<file path="config.mk">
export PLATFORM = sky130hd
export DESIGN_NAME = control_char_escaper
export DESIGN_NICKNAME = d
export VERILOG_FILES = /design/src/rtl/core/cce_pkg.sv /design/src/rtl/core/control_char_escaper.sv /design/src/rtl/core/cce_front.sv /design/src/rtl/core/cce_queue.sv /design/src/rtl/core/cce_back.sv
export SDC_FILE = /design/constraint.sdc
export NUM_CORES = 1
export LEC_CHECK = 0
export BUFFER_PORTS_ARGS = -buffer_cell sky130_fd_sc_hd__buf_2
export CORE_ASPECT_RATIO = 1.5
export CORE_MARGIN = 2
export CORE_UTILIZATION = 25
export DETAILED_ROUTE_END_ITERATION = 10
export SETUP_SLACK_MARGIN = 0.05
export SYNTH_ARGS = -nofsm -noshare
export SYNTH_HDL_FRONTEND = slang
export SYNTH_SLANG_ARGS = --single-unit
</file>
<file path="constraint.sdc">
create_clock -name clk -period 4.9 [get_ports clk]
set_input_delay 0.735 -clock clk [delete_from_list [all_inputs] [get_ports clk]]
set_output_delay 0.735 -clock clk [all_outputs]
set_load 0.01 [all_outputs]
</file>
<file path="src/rtl/core/cce_pkg.sv">
`timescale 1ns / 1ps
`default_nettype none
// ----------------------------------------------------------------------------
// cce_pkg
// Shared types, codes and character helpers of the control character escaper.
// ----------------------------------------------------------------------------
package cce_pkg;

  // Rendering kinds chosen by the front end for one raw byte.
  typedef logic [2:0] kind_t;
  localparam kind_t KIND_PLAIN     = 3'd0;  // the byte itself
  localparam kind_t KIND_DBL_BSL   = 3'd1;  // backslash backslash
  localparam kind_t KIND_CARET_ESC = 3'd2;  // backslash caret
  localparam kind_t KIND_LETTER    = 3'd3;  // backslash letter
  localparam kind_t KIND_CARET     = 3'd4;  // caret, byte plus 64
  localparam kind_t KIND_OCT3      = 3'd5;  // backslash three octal digits
  localparam kind_t KIND_OCTO      = 3'd6;  // backslash o three octal digits
  localparam kind_t KIND_HEX       = 3'd7;  // backslash x two hex digits

  // Configuration register indexes.
  typedef logic [1:0] cfg_idx_t;
  localparam cfg_idx_t CFG_OCTAL_MODE     = 2'd0;
  localparam cfg_idx_t CFG_HEX_MODE       = 2'd1;
  localparam cfg_idx_t CFG_ESCAPE_NEWLINE = 2'd2;
  localparam cfg_idx_t CFG_ESCAPE_TAB     = 2'd3;

  localparam logic [7:0] CH_BSL   = 8'h5C;
  localparam logic [7:0] CH_CARET = 8'h5E;
  localparam logic [7:0] CH_ZERO  = 8'h30;
  localparam logic [7:0] CH_LO_A  = 8'h61;
  localparam logic [7:0] CH_LO_O  = 8'h6F;
  localparam logic [7:0] CH_LO_X  = 8'h78;
  localparam logic [7:0] CH_TAB   = 8'h09;
  localparam logic [7:0] CH_NL    = 8'h0A;
  localparam logic [7:0] CH_SPACE = 8'h20;
  localparam logic [7:0] CH_TILDE = 8'h7E;
  localparam logic [7:0] CARET_OFFSET = 8'd64;

  typedef logic [2:0] seq_idx_t;

  // One queued job: the chosen rendering and the byte it applies to.
  typedef struct packed {
    kind_t      kind;
    logic [7:0] data;
  } entry_t;

  // Configuration state handed from the register file to the classifier.
  typedef struct packed {
    logic octal_mode;
    logic hex_mode;
    logic escape_newline;
    logic escape_tab;
  } cfg_t;

  function automatic seq_idx_t seq_len(input kind_t kind);
    seq_idx_t len;
    case (kind)
      KIND_PLAIN: len = 3'd1;
      KIND_OCT3:  len = 3'd4;
      KIND_OCTO:  len = 3'd5;
      KIND_HEX:   len = 3'd4;
      default:    len = 3'd2;
    endcase
    return len;
  endfunction

  function automatic logic [7:0] esc_letter(input logic [7:0] b);
    logic [7:0] c;
    case (b)
      8'd7:    c = 8'h61;  // a
      8'd8:    c = 8'h62;  // b
      8'd9:    c = 8'h74;  // t
      8'd10:   c = 8'h6E;  // n
      8'd11:   c = 8'h76;  // v
      8'd12:   c = 8'h66;  // f
      8'd13:   c = 8'h72;  // r
      default: c = 8'h3F;
    endcase
    return c;
  endfunction

  function automatic logic [7:0] oct_digit(input logic [2:0] v);
    return CH_ZERO + {5'd0, v};
  endfunction

  function automatic logic [7:0] hex_digit(input logic [3:0] v);
    logic [7:0] c;
    if (v < 4'd10) begin
      c = CH_ZERO + {4'd0, v};
    end else begin
      c = CH_LO_A + {4'd0, v} - 8'd10;
    end
    return c;
  endfunction

  // Character at position idx of the rendering of entry e.
  function automatic logic [7:0] seq_char(input entry_t e, input seq_idx_t idx);
    logic [7:0] c;
    logic [7:0] o2, o1, o0;
    o2 = oct_digit({1'b0, e.data[7:6]});
    o1 = oct_digit(e.data[5:3]);
    o0 = oct_digit(e.data[2:0]);
    c  = CH_BSL;
    case (e.kind)
      KIND_PLAIN:     c = e.data;
      KIND_DBL_BSL:   c = CH_BSL;
      KIND_CARET_ESC: c = (idx == 3'd0) ? CH_BSL : CH_CARET;
      KIND_LETTER:    c = (idx == 3'd0) ? CH_BSL : esc_letter(e.data);
      KIND_CARET:     c = (idx == 3'd0) ? CH_CARET : e.data + CARET_OFFSET;
      KIND_OCT3: begin
        case (idx)
          3'd1:    c = o2;
          3'd2:    c = o1;
          3'd3:    c = o0;
          default: c = CH_BSL;
        endcase
      end
      KIND_OCTO: begin
        case (idx)
          3'd1:    c = CH_LO_O;
          3'd2:    c = o2;
          3'd3:    c = o1;
          3'd4:    c = o0;
          default: c = CH_BSL;
        endcase
      end
      KIND_HEX: begin
        case (idx)
          3'd1:    c = CH_LO_X;
          3'd2:    c = hex_digit(e.data[7:4]);
          3'd3:    c = hex_digit(e.data[3:0]);
          default: c = CH_BSL;
        endcase
      end
      default: c = CH_BSL;
    endcase
    return c;
  endfunction

endpackage
`default_nettype wire

</file>
<file path="src/rtl/core/control_char_escaper.sv">
`timescale 1ns / 1ps
`default_nettype none
// ----------------------------------------------------------------------------
// control_char_escaper
// Renders raw bytes as printable escaped character sequences.
// ----------------------------------------------------------------------------
// Usage: a raw byte arrives as one beat on in_valid/in_ready/in_byte. The
// block returns its printable form as 1 to 5 beats on out_valid/out_ready,
// each carrying out_char, with out_last_char high on the final character.
// Four mode bits are written through cfg_valid/cfg_index/cfg_data; cfg_ready
// is always high. Write them only while no byte is in flight.
// The first character of a byte is presented once the byte has passed the
// queue and has then been loaded into the output register. The output gives
// one character per cycle while out_ready is high and the queue holds a job;
// the single output register that serializes the characters sets this rate.
// A queue of QUEUE_DEPTH classified bytes sits between the front end and the
// serializer, so in_ready stays high until the queue fills while the
// receiver stalls; a stalled output holds its character.
// Reset clears the mode bits, empties the queue and drops out_valid.
// ----------------------------------------------------------------------------
module control_char_escaper import cce_pkg::*; #(
  parameter int QUEUE_DEPTH = 4
) (
  input  wire logic       clk,
  input  wire logic       rst_n,
  input  wire logic       cfg_valid,
  output logic            cfg_ready,
  input  wire logic [1:0] cfg_index,
  input  wire logic       cfg_data,
  input  wire logic       in_valid,
  output logic            in_ready,
  input  wire logic [7:0] in_byte,
  output logic            out_valid,
  input  wire logic       out_ready,
  output logic [7:0]      out_char,
  output logic            out_last_char
);

  localparam int CW = $clog2(QUEUE_DEPTH + 1);

  logic          push;
  entry_t        push_entry;
  logic          pop;
  entry_t        head;
  logic          q_not_empty;
  logic          q_not_full;
  logic [CW-1:0] q_count;

  assign cfg_ready = 1'b1;

  cce_front u_front (
    .clk        (clk),
    .rst_n      (rst_n),
    .cfg_valid  (cfg_valid),
    .cfg_index  (cfg_index),
    .cfg_data   (cfg_data),
    .in_valid   (in_valid),
    .in_byte    (in_byte),
    .q_not_full (q_not_full),
    .in_ready   (in_ready),
    .push       (push),
    .push_entry (push_entry)
  );

  cce_queue #(
    .DEPTH (QUEUE_DEPTH)
  ) u_queue (
    .clk        (clk),
    .rst_n      (rst_n),
    .push       (push),
    .push_entry (push_entry),
    .pop        (pop),
    .head       (head),
    .not_empty  (q_not_empty),
    .not_full   (q_not_full),
    .count      (q_count)
  );

  cce_back u_back (
    .clk           (clk),
    .rst_n         (rst_n),
    .head          (head),
    .head_valid    (q_not_empty),
    .pop           (pop),
    .out_valid     (out_valid),
    .out_ready     (out_ready),
    .out_char      (out_char),
    .out_last_char (out_last_char)
  );

  // The queue never holds more entries than it has room for.
  assert property (@(posedge clk) disable iff (!rst_n)
    q_count <= CW'(QUEUE_DEPTH))
    else $error("queue count exceeds depth");

  // Nothing is presented right after reset.
  assert property (@(posedge clk) !rst_n |=> !out_valid)
    else $error("output valid right after reset");

  // A character can only appear when the queue held a job the cycle before.
  assert property (@(posedge clk) disable iff (!rst_n)
    $rose(out_valid) |-> $past(q_count) != '0)
    else $error("output produced from an empty queue");

  // An empty queue always has room for the next byte.
  assert property (@(posedge clk) disable iff (!rst_n)
    (q_count == '0) |-> in_ready)
    else $error("input stalled with an empty queue");

endmodule
`default_nettype wire

</file>
<file path="src/rtl/core/cce_front.sv">
`timescale 1ns / 1ps
`default_nettype none
// ----------------------------------------------------------------------------
// cce_front
// Holds the mode registers and classifies each incoming byte into a kind.
// ----------------------------------------------------------------------------
module cce_front import cce_pkg::*; (
  input  wire logic       clk,
  input  wire logic       rst_n,
  input  wire logic       cfg_valid,
  input  wire cfg_idx_t   cfg_index,
  input  wire logic       cfg_data,
  input  wire logic       in_valid,
  input  wire logic [7:0] in_byte,
  input  wire logic       q_not_full,
  output logic            in_ready,
  output logic            push,
  output entry_t          push_entry
);

  cfg_t  cfg_r, cfg_nxt;
  kind_t numeric_kind;
  kind_t kind;

  always_comb begin
    cfg_nxt = cfg_r;
    if (cfg_valid) begin
      case (cfg_index)
        CFG_OCTAL_MODE:     cfg_nxt.octal_mode     = cfg_data;
        CFG_HEX_MODE:       cfg_nxt.hex_mode       = cfg_data;
        CFG_ESCAPE_NEWLINE: cfg_nxt.escape_newline = cfg_data;
        CFG_ESCAPE_TAB:     cfg_nxt.escape_tab     = cfg_data;
        default:            cfg_nxt = cfg_r;
      endcase
    end
  end

  always_ff @(posedge clk) begin
    if (!rst_n) begin
      cfg_r <= '0;
    end else begin
      cfg_r <= cfg_nxt;
    end
  end

  // Numeric mode overrides: octal wins over hex.
  always_comb begin
    numeric_kind = cfg_r.octal_mode ? KIND_OCTO : KIND_HEX;
  end

  always_comb begin
    if (in_byte == CH_BSL) begin
      kind = KIND_DBL_BSL;
    end else if (in_byte == CH_CARET) begin
      kind = (cfg_r.octal_mode || cfg_r.hex_mode) ? numeric_kind : KIND_CARET_ESC;
    end else if (in_byte >= CH_SPACE && in_byte <= CH_TILDE) begin
      kind = KIND_PLAIN;
    end else if (in_byte == CH_NL && !cfg_r.escape_newline) begin
      kind = KIND_PLAIN;
    end else if (in_byte == CH_TAB && !cfg_r.escape_tab) begin
      kind = KIND_PLAIN;
    end else if (cfg_r.octal_mode || cfg_r.hex_mode) begin
      kind = numeric_kind;
    end else if (in_byte < CH_SPACE) begin
      kind = (in_byte >= 8'd7 && in_byte <= 8'd13) ? KIND_LETTER : KIND_CARET;
    end else begin
      kind = KIND_OCT3;
    end
  end

  assign in_ready        = q_not_full;
  assign push            = in_valid && q_not_full;
  assign push_entry.kind = kind;
  assign push_entry.data = in_byte;

endmodule
`default_nettype wire

</file>
<file path="src/rtl/core/cce_queue.sv">
`timescale 1ns / 1ps
`default_nettype none
// ----------------------------------------------------------------------------
// cce_queue
// Small FIFO of classified bytes between the front end and the serializer.
// ----------------------------------------------------------------------------
module cce_queue import cce_pkg::*; #(
  parameter int DEPTH = 4
) (
  input  wire logic                     clk,
  input  wire logic                     rst_n,
  input  wire logic                     push,
  input  wire entry_t                   push_entry,
  input  wire logic                     pop,
  output entry_t                        head,
  output logic                          not_empty,
  output logic                          not_full,
  output logic [$clog2(DEPTH+1)-1:0]    count
);

  localparam int PW = $clog2(DEPTH);
  localparam int CW = $clog2(DEPTH + 1);
  localparam logic [PW-1:0] LAST_PTR = PW'(DEPTH - 1);
  localparam logic [CW-1:0] FULL_CNT = CW'(DEPTH);

  entry_t        mem [DEPTH];
  logic [PW-1:0] wr_ptr_r, wr_ptr_nxt;
  logic [PW-1:0] rd_ptr_r, rd_ptr_nxt;
  logic [CW-1:0] cnt_r, cnt_nxt;
  logic          do_push, do_pop;

  assign do_push = push && (cnt_r != FULL_CNT);
  assign do_pop  = pop && (cnt_r != '0);

  always_comb begin
    wr_ptr_nxt = wr_ptr_r;
    rd_ptr_nxt = rd_ptr_r;
    cnt_nxt    = cnt_r;
    if (do_push) begin
      wr_ptr_nxt = (wr_ptr_r == LAST_PTR) ? '0 : wr_ptr_r + 1'b1;
    end
    if (do_pop) begin
      rd_ptr_nxt = (rd_ptr_r == LAST_PTR) ? '0 : rd_ptr_r + 1'b1;
    end
    if (do_push && !do_pop) begin
      cnt_nxt = cnt_r + 1'b1;
    end else if (do_pop && !do_push) begin
      cnt_nxt = cnt_r - 1'b1;
    end
  end

  always_ff @(posedge clk) begin
    if (!rst_n) begin
      wr_ptr_r <= '0;
      rd_ptr_r <= '0;
      cnt_r    <= '0;
    end else begin
      wr_ptr_r <= wr_ptr_nxt;
      rd_ptr_r <= rd_ptr_nxt;
      cnt_r    <= cnt_nxt;
    end
  end

  always_ff @(posedge clk) begin
    if (do_push) begin
      mem[wr_ptr_r] <= push_entry;
    end
  end

  assign head      = mem[rd_ptr_r];
  assign not_empty = (cnt_r != '0);
  assign not_full  = (cnt_r != FULL_CNT);
  assign count     = cnt_r;

endmodule
`default_nettype wire

</file>
<file path="src/rtl/core/cce_back.sv">
`timescale 1ns / 1ps
`default_nettype none
// ----------------------------------------------------------------------------
// cce_back
// Expands the queue head into characters, one per cycle unless the output
// stalls, into the output register.
// ----------------------------------------------------------------------------
module cce_back import cce_pkg::*; (
  input  wire logic       clk,
  input  wire logic       rst_n,
  input  wire entry_t     head,
  input  wire logic       head_valid,
  output logic            pop,
  output logic            out_valid,
  input  wire logic       out_ready,
  output logic [7:0]      out_char,
  output logic            out_last_char
);

  seq_idx_t   idx_r, idx_nxt;
  logic       valid_r, valid_nxt;
  logic [7:0] char_r;
  logic       last_r;
  logic       load;
  logic       is_last;

  // The output register takes a new character whenever the queue has a job and
  // the register is empty or its current beat leaves this cycle.
  assign load    = head_valid && (!valid_r || out_ready);
  assign is_last = (idx_r == seq_len(head.kind) - 3'd1);
  assign pop     = load && is_last;

  always_comb begin
    idx_nxt   = idx_r;
    valid_nxt = valid_r;
    if (out_ready) begin
      valid_nxt = 1'b0;
    end
    if (load) begin
      valid_nxt = 1'b1;
      idx_nxt   = is_last ? '0 : idx_r + 3'd1;
    end
  end

  always_ff @(posedge clk) begin
    if (!rst_n) begin
      idx_r   <= '0;
      valid_r <= 1'b0;
    end else begin
      idx_r   <= idx_nxt;
      valid_r <= valid_nxt;
    end
  end

  always_ff @(posedge clk) begin
    if (load) begin
      char_r <= seq_char(head, idx_r);
      last_r <= is_last;
    end
  end

  assign out_valid     = valid_r;
  assign out_char      = char_r;
  assign out_last_char = last_r;

endmodule
`default_nettype wire
</file>
==> results.toml <==
[floorplanning]
row_count = 58
die_h_microns = 163
fp.dieW_microns = 110
initial_core_util_pct = 25.4
io_pins = 28
die_area_sq_um = 17900
core_area_sq_um = 16600

[final_layout]
final_cells = 628
drive_gt1_share_pct = 15.3
fin_util_pct = 28.8
antenna_cells = 0
area_delta_synth_final_pct = 13.5
finalNetCount = 451

[place]
dp_slack_ps = 584
dp_cells = 612
gp_congestion = 0.901
hpwlAfterDp_microns = 7350
port-buffer-count = 26

[global_route]
grt_use_total_pct = 11.4
antenna_found_initial = 0
grt_max_degree = 20
grt_pass1_wl_microns = 15800
grt.overflow.total = 0
grt_pass1_vias = 3249

[worst_setup_path]
cp_common_cell = "mux2i_1"
worst-path-max-fanout = 7
cp_slowest_cell = "dfxtp_1"
path_cells = "mux2i_1 > mux2i_1 > nor2_1 > nand2_1 > nand2_1 > ha_1 > xor2_1 > or2_0 > mux2i_1 > o211ai_2 > nand3b_4 > nand2_4 > ha_1 > inv_1 > fa_1 > xor2_1 > or3_1 > a21boi_0"
critPathKind = "reg2reg"
crit_required_ps = 5160
reg2reg_slack_ps = 550
ff2ff_path_depth = 18
crit_path_max_incr_delay_ps = 540
crit_family = "simple AND/OR/NAND/NOR gates"
path_buf_inv = 1
critPathLaunchType = "flip-flop"
crit_arrival_ps = 4600
end_kind = "flip-flop"
worstSetupPathDepth = 18

[route]
dr.pass1.iters = 5
viasPerCell = 5.00
drt_iter0_drc = 173
drc = 0
wl_microns = 9660
wl_per_cell_microns = 15.4
antenna_left = 0
dr_total_vias = 3141

[yosys]
synth_mux_area_share_pct = 10.0
synth_top_family_by_area = "simple AND/OR/NAND/NOR gates"
synth_edf_count = 53
yosys.area_share.xor_xnor_pct = 2.08
synth_simple_gate_area_share_pct = 17.2
synth-main-ff-cell = "edfxtp_1"
synth_fa_ha_area_share_pct = 6.71
async_reset_ff_share_pct = 0
ys_seq_area_share_pct = 45.8
synth.net_count = 429
yosys_warnings = 0
synth_area_sq_um = 4210
ys_ff_latch = 70
netlist_instances = 391
avgSynthCellArea_sq_um = 10.8
synth.distinct_cells = 68
synth-compound-area-share_pct = 13.6

[power_and_ir_drop]
power_density_nw_per_um2 = 515
vdd_ir_drop_max_mv = 0.184
finalPower_mw = 2.46
leakage_nw = 1.72

[sta]
tns_ps = 0
final_hold_viol_count = 0
relSlewSlack_pct = 55.1
finalWorstSetupSlack_ps = 555
finalSetupViolCount = 0
fmax_mhz = 230
fin_crit_ps = 4350
drv_slew = 0
final.period_utilization_pct = 88.7
skew_ps = 6.23
tightest_slew_ps = 673
rsz0062_at_grt = "no"

[cts]
cts_resized = 0
clk_path_buf_depth = 2
cts_tree = "done"
post_cts.repair.setup_buffers = 0
htree_num_levels = 3
clkLatencyLatePin_ps = 330
cts_sinks = 70
cts_hold_repair.buffers = 0
root_buffer = "clkbuf_16"
cts_buffers = 9
path_clk_slew_ps = 60

[status]
status = "finished, final reports clean"

[min_path]
hold_path.class = "reg2reg"
worstHoldPathCells = 2

[flow_run]
cap_violations = 0
## worst paths after layout
| kind | from | endpoint |
|---|---|---|
| worst min register to register | u_back.out_valid$_SDFFE_PN0P_ | u_back.out_valid$_SDFFE_PN0P_ |
| worst min-delay path | u_back.out_valid$_SDFFE_PN0P_ | u_back.out_valid$_SDFFE_PN0P_ |
| worst max-delay path | flip-flop | u_queue.count[2]$_SDFFE_PN0P_ |
| worst max register to register | flip-flop | u_queue.count[2]$_SDFFE_PN0P_ |
## per-layer routing
layer	vias to the layer above	share of wire, %	track usage (%)
li1	1499	-	-
met1	1484	38	11.3
met2	126	53	20.8
met3	32	4.3	1.92
met4	0	4.7	7.88
met5	-	0	0
## cell families after synthesis
family,count (synthesis)
fa+ha+maj,22
mux,28
buf+inv,33
flops,70
other cells,1
simple gates,142
xor+xnor,10
compound gates,85
## state kept, by name, summed over array words and instances (netlist names), named ones only
signal and cells:
u_queue.mem 44, u_front.cfg_r 4, u_back.out_char 8, u_queue.rd_ptr_r 2, u_back.out_valid 1, u_queue.wr_ptr_r 2, u_back.idx_r 3, u_back.out_last_char 1
u_queue.count 3
## synth_stat cells (8+ instances only)
| master | n | area, sq um |
|---|---|---|
| edfxtp_1 | 53 | 1590 |
| dfxtp_1 | 17 | 340 |
| nand3_1 | 11 | 55.1 |
| clkbuf_1 | 8 | 30.0 |
| mux2i_1 | 14 | 140 |
| nor2_1 | 31 | 116 |
| nor2b_1 | 15 | 93.8 |
| ha_1 | 21 | 263 |
| o21ai_0 | 14 | 70.1 |
| nand2_1 | 43 | 161 |
| inv_1 | 15 | 56.3 |
| a21oi_1 | 18 | 90.1 |
## power breakdown
part	total, mW	switching [mW]	leakage, nW	internal [mW]
logic	1.01	0.638	0.955	0.372
registers	0.823	0.0503	0.627	0.773
clock network	0.631	0.277	0.139	0.354
total	2.46	0.966	1.72	1.50
## cells in the final DEF, fill, tap and decap left out, types with 5 or more instances in the layout
cell | Yosys | layout
edfxtp_1 | 53 | 53
nand2_1 | 43 | 43
nor2_1 | 31 | 31
buf_2 | 3 | 26
ha_1 | 21 | 21
a21oi_1 | 18 | 18
dfxtp_1 | 17 | 17
inv_1 | 15 | 15
nor2b_1 | 15 | 15
mux2i_1 | 14 | 14
o21ai_0 | 14 | 14
nand3_1 | 11 | 11
clkbuf_16 | 0 | 9
xnor2_1 | 7 | 7
and3_1 | 7 | 7
a31oi_1 | 6 | 6
and2_1 | 5 | 5
nand3b_1 | 5 | 5
o211ai_1 | 5 | 5
o21ai_1 | 5 | 5
## area by class of cell
class,instances,area (sq um)
Fill cell,1683,11800
Clock inverter,7,62.6
Tap cell,210,263
Inverter,15,56.3
Sequential cell,70,1930
Clock buffer,9,225
Timing Repair Buffer,29,153
Multi-Input combinational cell,288,2090
## through the flow
step	hold WS, ps	area, sq um
global placement	459	4500
detailed placement	482	4500
global route	513	4780
floorplan	458	4210
CTS	490	4780
finish	484	4780
## worst reg2reg max path: stages, from the launching register on
cell,delay (ps)
dfxtp_1,540
mux2i_1,360
mux2i_1,240
nor2_1,230
nand2_1,170
nand2_1,110
ha_1,160
xor2_1,420
or2_0,220
mux2i_1,100
o211ai_2,220
nand3b_4,130
nand2_4,110
ha_1,190
inv_1,60
fa_1,380
xor2_1,180
or3_1,300
a21boi_0,170
Note: power is estimated with default switching activity, not from simulation.
